===== config.mk =====
export PLATFORM = sky130hd
export DESIGN_NAME = fsaff_sched
export DESIGN_NICKNAME = d
export VERILOG_FILES = /design/src/sv/four_shift_average_fragment_filter_top_macros.svh /design/src/sv/fsaff_pkg.sv /design/src/sv/fsaff_sched.sv
export SDC_FILE = /design/constraint.sdc
export NUM_CORES = 1
export LEC_CHECK = 0
export BUFFER_PORTS_ARGS = -buffer_cell sky130_fd_sc_hd__buf_2
export CELL_PAD_IN_SITES_DETAIL_PLACEMENT = 1
export CELL_PAD_IN_SITES_GLOBAL_PLACEMENT = 2
export CORE_MARGIN = 5
export CORE_UTILIZATION = 41
export CTS_BUF_LIST = sky130_fd_sc_hd__clkbuf_4
export CTS_CLUSTER_DIAMETER = 50
export CTS_CLUSTER_SIZE = 14
export DETAILED_ROUTE_END_ITERATION = 8
export HOLD_SLACK_MARGIN = 0.06
export PLACE_DENSITY_LB_ADDON = 0.1
export SLEW_MARGIN = 20
export SYNTH_ARGS = -nofsm -noshare
export SYNTH_HDL_FRONTEND = slang
export SYNTH_SLANG_ARGS = --single-unit

===== constraint.sdc =====
create_clock -name clk -period 8.5 [get_ports clk]
set_input_delay 1.275 -clock clk [delete_from_list [all_inputs] [get_ports clk]]
set_output_delay 1.275 -clock clk [all_outputs]
set_load 0.1 [all_outputs]

===== src/sv/four_shift_average_fragment_filter_top_macros.svh =====
// Assertion macros for the shift-average filter top level.
// Needs clk and rst_n in the scope where a macro is used.
`ifndef FOUR_SHIFT_AVERAGE_FRAGMENT_FILTER_TOP_MACROS_SVH
`define FOUR_SHIFT_AVERAGE_FRAGMENT_FILTER_TOP_MACROS_SVH

// Condition must hold at every clock edge out of reset.
`define FSAFF_ASSERT_HOLDS(lbl, expr, msg) \
  lbl: assert property (@(posedge clk) disable iff (!rst_n) (expr)) else $error(msg);

// Consequent must hold in the same cycle as the antecedent.
`define FSAFF_ASSERT_IMPLIES(lbl, ante, cons, msg) \
  lbl: assert property (@(posedge clk) disable iff (!rst_n) (ante) |-> (cons)) else $error(msg);

`endif


===== src/sv/fsaff_pkg.sv =====
// Shared constants, codes and types of the shift-average filter.
// No dependencies.
`default_nettype none

package fsaff_pkg;

  localparam int MAX_WIDTH    = 1024;
  localparam int MAX_OFFSET   = 8;
  localparam int RING_ROWS    = 2 * MAX_OFFSET + 1;
  localparam int HEIGHT_LIMIT = 4096;

  localparam int PIX_W = 24;
  localparam int CH_W  = 8;
  localparam int N_CH  = PIX_W / CH_W;

  localparam int COL_W  = $clog2(MAX_WIDTH);
  localparam int RING_W = $clog2(RING_ROWS);
  localparam int ROW_W  = $clog2(HEIGHT_LIMIT + 1);
  localparam int Y_W    = $clog2(HEIGHT_LIMIT);

  localparam int OFS_W      = 4;
  localparam int WID_W      = 11;
  localparam int HGT_W      = 13;
  localparam int CFG_IDX_W  = 2;
  localparam int CFG_DATA_W = 13;

  localparam int FLAT_DEPTH = RING_ROWS * MAX_WIDTH;

  localparam int FIFO_DEPTH = 8;
  localparam int FIFO_AW    = $clog2(FIFO_DEPTH);
  localparam int CNT_W      = $clog2(FIFO_DEPTH + 1);

  localparam logic [OFS_W-1:0] OFS_RST = 4'd5;
  localparam logic [WID_W-1:0] WID_RST = 11'd640;
  localparam logic [HGT_W-1:0] HGT_RST = 13'd480;

  localparam logic [CFG_IDX_W-1:0] REG_SHIFT_OFFSET = 2'd0;
  localparam logic [CFG_IDX_W-1:0] REG_IMAGE_WIDTH  = 2'd1;
  localparam logic [CFG_IDX_W-1:0] REG_IMAGE_HEIGHT = 2'd2;

  localparam logic OP_PIXEL = 1'b0;
  localparam logic OP_DRAIN = 1'b1;

  // One accepted beat as decided by the scheduler.
  typedef struct packed {
    logic              res;
    logic              we;
    logic [RING_W-1:0] wring;
    logic [COL_W-1:0]  wcol;
    logic [RING_W-1:0] yring;
    logic [COL_W-1:0]  x;
    logic [OFS_W-1:0]  ofs;
    logic              up_ok;
    logic              down_ok;
    logic              left_ok;
    logic              right_ok;
    logic              eol;
    logic              eof;
  } step_t;

endpackage

`default_nettype wire


===== src/sv/fsaff_sched.sv =====
// Config registers and raster counters: decides per beat what is written and output.
// Depends on fsaff_pkg.
`default_nettype none

module fsaff_sched (
  input  logic                            clk,
  input  logic                            rst_n,
  input  logic                            cfg_we,
  input  logic [fsaff_pkg::CFG_IDX_W-1:0] cfg_idx,
  input  logic [fsaff_pkg::CFG_DATA_W-1:0] cfg_data,
  input  logic                            beat,
  input  logic                            op,
  output fsaff_pkg::step_t                step
);
  import fsaff_pkg::*;

  logic [OFS_W-1:0]  ofs_r, ofs_nxt;
  logic [WID_W-1:0]  wid_r, wid_nxt;
  logic [HGT_W-1:0]  hgt_r, hgt_nxt;
  logic [COL_W-1:0]  icol_r, icol_nxt, icol_stp;
  logic [ROW_W-1:0]  irow_r, irow_nxt, irow_stp;
  logic [RING_W-1:0] iring_r, iring_nxt, iring_stp;
  logic [COL_W-1:0]  ocol_r, ocol_nxt, ocol_stp;
  logic [Y_W-1:0]    orow_r, orow_nxt, orow_stp;
  logic [RING_W-1:0] oring_r, oring_nxt, oring_stp;

  logic              done0, done_n, wr, ignored, col_wrap, in_front, res, eol, eof;
  logic              cfg_hit;
  logic [COL_W:0]    col_inc, ocol_inc;
  logic [ROW_W-1:0]  row_inc, y_ext, yd, orow_inc;
  logic [RING_W-1:0] iring_inc, oring_inc;
  logic [OFS_W-1:0]  ofs_sat;
  logic [WID_W-1:0]  wid_raw, wid_sat;
  logic [HGT_W-1:0]  hgt_raw, hgt_sat;

  // input side
  always_comb begin
    done0     = irow_r >= ROW_W'(hgt_r);
    wr        = beat && (op == OP_PIXEL) && !done0;
    ignored   = (op == OP_DRAIN) && !done0;
    col_inc   = {1'b0, icol_r} + 1'b1;
    col_wrap  = col_inc >= (COL_W+1)'(wid_r);
    row_inc   = irow_r + 1'b1;
    iring_inc = (iring_r == RING_W'(RING_ROWS - 1)) ? '0 : iring_r + 1'b1;
    icol_stp  = icol_r;
    irow_stp  = irow_r;
    iring_stp = iring_r;
    if (wr) begin
      if (col_wrap) begin
        icol_stp  = '0;
        irow_stp  = row_inc;
        iring_stp = iring_inc;
      end else begin
        icol_stp = col_inc[COL_W-1:0];
      end
    end
    done_n = irow_stp >= ROW_W'(hgt_r);
  end

  // output side
  always_comb begin
    y_ext     = ROW_W'(orow_r);
    yd        = y_ext + ROW_W'(ofs_r);
    in_front  = (irow_stp > yd) || ((irow_stp == yd) && (icol_stp > ocol_r));
    res       = beat && !ignored && (y_ext < ROW_W'(hgt_r)) && (done_n || in_front);
    ocol_inc  = {1'b0, ocol_r} + 1'b1;
    orow_inc  = y_ext + 1'b1;
    eol       = ocol_inc >= (COL_W+1)'(wid_r);
    eof       = eol && (orow_inc >= ROW_W'(hgt_r));
    oring_inc = (oring_r == RING_W'(RING_ROWS - 1)) ? '0 : oring_r + 1'b1;
    ocol_stp  = ocol_r;
    orow_stp  = orow_r;
    oring_stp = oring_r;
    if (res) begin
      if (eol) begin
        ocol_stp  = '0;
        orow_stp  = Y_W'(orow_inc);
        oring_stp = oring_inc;
      end else begin
        ocol_stp = ocol_inc[COL_W-1:0];
      end
    end
  end

  // register writes saturate into range
  always_comb begin
    ofs_sat = (cfg_data[OFS_W-1:0] > OFS_W'(MAX_OFFSET)) ? OFS_W'(MAX_OFFSET)
                                                         : cfg_data[OFS_W-1:0];
    wid_raw = cfg_data[WID_W-1:0];
    if (wid_raw == '0) begin
      wid_sat = WID_W'(1);
    end else if (wid_raw > WID_W'(MAX_WIDTH)) begin
      wid_sat = WID_W'(MAX_WIDTH);
    end else begin
      wid_sat = wid_raw;
    end
    hgt_raw = cfg_data[HGT_W-1:0];
    if (hgt_raw == '0) begin
      hgt_sat = HGT_W'(1);
    end else if (hgt_raw > HGT_W'(HEIGHT_LIMIT)) begin
      hgt_sat = HGT_W'(HEIGHT_LIMIT);
    end else begin
      hgt_sat = hgt_raw;
    end
  end

  always_comb begin
    ofs_nxt = ofs_r;
    wid_nxt = wid_r;
    hgt_nxt = hgt_r;
    cfg_hit = 1'b0;
    if (cfg_we) begin
      case (cfg_idx)
        REG_SHIFT_OFFSET: begin
          ofs_nxt = ofs_sat;
          cfg_hit = 1'b1;
        end
        REG_IMAGE_WIDTH: begin
          wid_nxt = wid_sat;
          cfg_hit = 1'b1;
        end
        REG_IMAGE_HEIGHT: begin
          hgt_nxt = hgt_sat;
          cfg_hit = 1'b1;
        end
        default: begin
          cfg_hit = 1'b0;
        end
      endcase
    end
    // a register write or the last output beat restarts the frame
    if (cfg_hit || (res && eof)) begin
      icol_nxt  = '0;
      irow_nxt  = '0;
      iring_nxt = '0;
      ocol_nxt  = '0;
      orow_nxt  = '0;
      oring_nxt = '0;
    end else begin
      icol_nxt  = icol_stp;
      irow_nxt  = irow_stp;
      iring_nxt = iring_stp;
      ocol_nxt  = ocol_stp;
      orow_nxt  = orow_stp;
      oring_nxt = oring_stp;
    end
  end

  always_ff @(posedge clk) begin
    if (!rst_n) begin
      ofs_r   <= OFS_RST;
      wid_r   <= WID_RST;
      hgt_r   <= HGT_RST;
      icol_r  <= '0;
      irow_r  <= '0;
      iring_r <= '0;
      ocol_r  <= '0;
      orow_r  <= '0;
      oring_r <= '0;
    end else begin
      ofs_r   <= ofs_nxt;
      wid_r   <= wid_nxt;
      hgt_r   <= hgt_nxt;
      icol_r  <= icol_nxt;
      irow_r  <= irow_nxt;
      iring_r <= iring_nxt;
      ocol_r  <= ocol_nxt;
      orow_r  <= orow_nxt;
      oring_r <= oring_nxt;
    end
  end

  always_comb begin
    step.res      = res;
    step.we       = wr;
    step.wring    = iring_r;
    step.wcol     = icol_r;
    step.yring    = oring_r;
    step.x        = ocol_r;
    step.ofs      = ofs_r;
    step.up_ok    = y_ext >= ROW_W'(ofs_r);
    step.down_ok  = yd < ROW_W'(hgt_r);
    step.left_ok  = {1'b0, ocol_r} >= (COL_W+1)'(ofs_r);
    step.right_ok = ({1'b0, ocol_r} + (COL_W+1)'(ofs_r)) < (COL_W+1)'(wid_r);
    step.eol      = eol;
    step.eof      = eof;
  end

endmodule

`default_nettype wire


==> impl_metrics.py <==
metrics = {
    "sta": {
        "rsz0062_at_grt": "no",
        "finalCritPeriodShare_pct": 94.0,
        "fin_worst_skew_ns": 0.0320,
        "final.setup.tns_ns": 0,
        "finalHoldViolations": 0,
        "min_period_ns": 7.99,
        "fin_ws_ns": 0.512,
        "fmax_mhz": 125,
        "slew_viol_final": 0,
        "tightest_slew_ns": 0.886,
        "maxSlewHeadroom_pct": 39.4,
        "final-setup-viol-count": 0,
    },
    "global_route": {
        "gr-usage-all-layers_pct": 22.8,
        "antenna_found_initial": 1,
        "grt_max_degree": 33,
        "grt_pass1_wl_mm": 37.4,
        "grt_pass1_vias": 7204,
        "overflow": 0,
    },
    "pwr": {
        "p_per_area_nw_per_um2": 99.2,
        "clockPowerShare_pct": 38.5,
        "power_switching_uw": 229,
        "power.leakage_uw": 0.00369,
        "swShare_pct": 28.6,
        "p_comb_share_pct": 11.7,
        "irDropWorstVdd_uv": 71.6,
        "seqPwrFrac_pct": 49.9,
        "intPower_uw": 571,
    },
    "routing": {
        "drt_iter0_markers": 255,
        "detail_route.wl_per_cell_um": 19.6,
        "antenna_left": 0,
        "routed_wl_mm": 23.3,
        "via_per_inst": 5.72,
        "vias": 6829,
        "drc": 0,
        "first_pass_iters": 4,
    },
    "clock_tree": {
        "clockRootBuffer": "clkbuf_4",
        "cts.clk_slew.worst_paths_ns": 0.16,
        "postCtsSetupBuffers": 0,
        "numCtsBuffers": 9,
        "clockBufferDepth": 2,
        "cts_htree_levels": 3,
        "cts_resized": 0,
        "cts_hold_buf": 0,
        "clock_latency_ns": 0.47,
        "cts_tree": "done",
        "cts.sinks": 83,
    },
    "placed_design": {
        "port_buffers": 61,
        "gp_congestion": 0.890,
        "dp_hpwl_mm": 18.9,
        "dp_slack_ns": 1.03,
        "placed_cells_incl_taps": 1176,
    },
    "layout": {
        "area_growth_pct": 8.62,
        "post-route-util_pct": 45.0,
        "fin_cells": 1193,
        "fin_nets": 1122,
        "fill_cells": 2215,
        "layout-drive-gt1-share_pct": 9.35,
    },
    "critical_path": {
        "crit_fanout": 12,
        "worstPathCellList": "ha_1, and3_1, and3_1, and3_1, xor2_1, ha_1, a2111oi_0, inv_1, o21a_1, nor2_1, nand3b_1, nand2_1, ha_1, a21oi_1, o21ai_0, a2111oi_0, o2111ai_1, a211o_1, nand2_1, inv_1, buf_2",
        "r2r_end": "irow_r[6]",
        "r2r_cells": 22,
        "start_kind": "register",
        "critPathRequiredTime_ns": 7.22,
        "timing.rr.start": "icol_r[0]",
        "arrival_ns": 6.71,
        "path_buf_inv": 3,
        "end_kind": "primary output",
        "worstSetupPathType": "reg -> out",
        "reg2reg_slack_ns": 2.01,
        "max_stage_delay_ns": 0.81,
        "crit_family": "compound AO/OA/AOI/OAI gates",
        "critPathSlowestCell": "a2111oi_0",
    },
    "yosys": {
        "ys_seq_elements": 83,
        "synth_top_family_by_area": "adder cells",
        "syn_nets": 1085,
        "synth_area_per_cell_um2": 8.05,
        "synthAdderAreaFrac_pct": 24.5,
        "synth_flop_cell": "dfxtp_1",
        "yosys_warnings": 0,
        "yosys.area_share.xor_xnor_pct": 6.97,
        "synthSimpleGateAreaFrac_pct": 21.1,
        "synth-edff-count": 0,
        "yosysSeqAreaShare_pct": 22.4,
        "syn_inst": 921,
        "synth-compound-area-share_pct": 18.2,
        "synth_area_um2": 7410,
        "ys_async_sr_fraction_pct": 0,
        "yosys-mux-area-fraction_pct": 0.827,
        "synth_cell_type_count": 59,
    },
    "die": {
        "start_util_pct": 41.4,
        "fp.dieH_um": 144,
        "fp-row-count": 49,
        "die-area_um2": 20900,
        "dieWidth_um": 144,
        "io_pins": 62,
        "core_um2": 17900,
    },
    "hold_path": {
        "hold_start": "wid_r[9]",
        "hold_path_class": "reg -> reg",
        "hold_path_end": "wid_r[9]",
        "hold_path_depth": 2,
    },
    "run_status": {
        "outcome": "finished, final reports clean",
    },
    "job": {
        "cap_violations": 0,
    },
}
final cells by class:
cell class                 instances  area (um2)  share of cell area (%)
multi-input combinational        724        5310                    65.9
sequential                        83        1660                    20.6
timing repair buffer              63         320                    3.98
inverter                          77         289                    3.59
tap                              229         287                    3.56
clock inverter                     7         116                    1.44
clock buffer                       9        67.6                   0.839
antenna                            1        2.50                  0.0311
cells by family (layout without fill, tap and decap cells):
family                     Yosys count  in the layout
buffers and inverters              114            156
adders and majority gates          144            144
muxes                                6              6
and+or+nand+nor                    306            306
AOI/OAI and AO/OA                  209            209
DFF                                 83             83
xor gates and xnor gates            59             59
other                                0              1
layer usage:
layer  global-route usage (%)  wire [um]
met5                        0          0
met4                     7.22        503
met3                     2.61        613
met2                     38.3      10900
met1                     30.7      11300
sequential cells by signal, indices dropped and copies added (netlist names):
| name | count |
|---|---|
| hgt_r | 13 |
| icol_r | 10 |
| iring_r | 5 |
| irow_r | 13 |
| ocol_r | 10 |
| ofs_r | 4 |
| oring_r | 5 |
| orow_r | 12 |
| wid_r | 11 |
worst max path at each step:
stage / start / end / slack, ns / cells after the start
final: icol_r[0] / step[41] / 0.51 / 21
after global routing: icol_r[0] / step[41] / 0.08 / 21
after CTS: icol_r[0] / step[41] / 0.44 / 21
after detailed placement: icol_r[0] / step[41] / 1.03 / 21
after global placement: icol_r[0] / step[41] / 1.09 / 21
after floorplan: icol_r[0] / step[41] / 1.41 / 21
worst register-to-register path, stage by stage, from the launching register on:
cell and delay [ns]:
dfxtp_1 0.39, ha_1 0.27, and3_1 0.24, and3_1 0.21, and3_1 0.19, xor2_1 0.17
ha_1 0.22, a2111oi_0 0.67, inv_1 0.20, o21a_1 0.38, nor2_1 0.32, nand3b_1 0.14
nand2_1 0.13, ha_1 0.27, a21oi_1 0.14, o21ai_0 0.08, a2111oi_0 0.81, o2111ai_1 0.22
a211o_1 0.38, nand3_2 0.38, o21ai_2 0.12, buf_4 0.30, a21oi_1 0.17
synth_stat cells, types with 4 or more instances:
| cell | count | share of area (%) |
|---|---|---|
| ha_1 | 142 | 24 |
| dfxtp_1 | 83 | 22 |
| a21oi_1 | 76 | 5.1 |
| inv_1 | 76 | 3.8 |
| nand2_1 | 75 | 3.8 |
| nor2_1 | 56 | 2.8 |
| xnor2_1 | 43 | 5.1 |
| nand3_1 | 38 | 2.6 |
| o21ai_0 | 35 | 2.4 |
| clkbuf_1 | 29 | 1.5 |
| nor2b_1 | 28 | 2.4 |
| or3_1 | 21 | 1.8 |
| a21o_1 | 17 | 1.7 |
| and3_1 | 17 | 1.4 |
| xor2_1 | 16 | 1.9 |
| nor3_1 | 15 | 1.0 |
| nand4_1 | 13 | 1.1 |
| o22ai_1 | 13 | 1.1 |
| o21a_1 | 12 | 1.2 |
| nor3b_1 | 9 | 0.91 |
| a221o_1 | 8 | 1.1 |
| nor4_1 | 7 | 0.59 |
| a22oi_1 | 6 | 0.61 |
| nand2b_1 | 6 | 0.51 |
| o211ai_1 | 6 | 0.61 |
| a211oi_1 | 5 | 0.51 |
| and2_1 | 5 | 0.42 |
| mux2i_1 | 5 | 0.68 |
| o32ai_1 | 5 | 0.59 |
| a211o_1 | 4 | 0.47 |
| a31oi_1 | 4 | 0.34 |
| buf_4 | 4 | 0.41 |
| nand3b_1 | 4 | 0.41 |
cells in the final DEF, fill, tap and decap left out, types with 9 or more instances in the layout:
| master | synthesis | final |
|---|---|---|
| xnor2_1 | 43 | 43 |
| o22ai_1 | 13 | 13 |
| buf_2 | 3 | 61 |
| dfxtp_1 | 83 | 83 |
| and3_1 | 17 | 17 |
| nand3_1 | 38 | 38 |
| or3_1 | 21 | 21 |
| xor2_1 | 16 | 16 |
| a21o_1 | 17 | 17 |
| inv_1 | 76 | 76 |
| nand2_1 | 75 | 75 |
| ha_1 | 142 | 142 |
| nor3_1 | 15 | 15 |
| o21a_1 | 12 | 12 |
| o21ai_0 | 35 | 35 |
| nor2b_1 | 28 | 28 |
| clkbuf_4 | 0 | 9 |
| nor3b_1 | 9 | 9 |
| nor2_1 | 56 | 56 |
| nand4_1 | 13 | 13 |
| a21oi_1 | 76 | 76 |
power by group through the flow:
stage | registers (uW) | clock network, uW | logic [uW]
3_5_place_dp | 407 | 0 | 94.0
6_report | 398 | 307 | 93.3
5_1_grt | 400 | 327 | 104
2_1_floorplan | 413 | 0 | 55.9
3_3_place_gp | 406 | 0 | 90.6
4_1_cts | 399 | 319 | 94.4
metrics by stage:
stage / instance area [um2] / hold WS [ns] / power, uW
after global routing: 8050 / 0.527 / 830
after detailed placement: 7870 / 0.471 / 501
after floorplan: 7410 / 0.441 / 469
after global placement: 7870 / 0.462 / 497
final: 8050 / 0.492 / 799
after CTS: 8050 / 0.500 / 812
No activity file was read; power rests on OpenSTA's default activity.
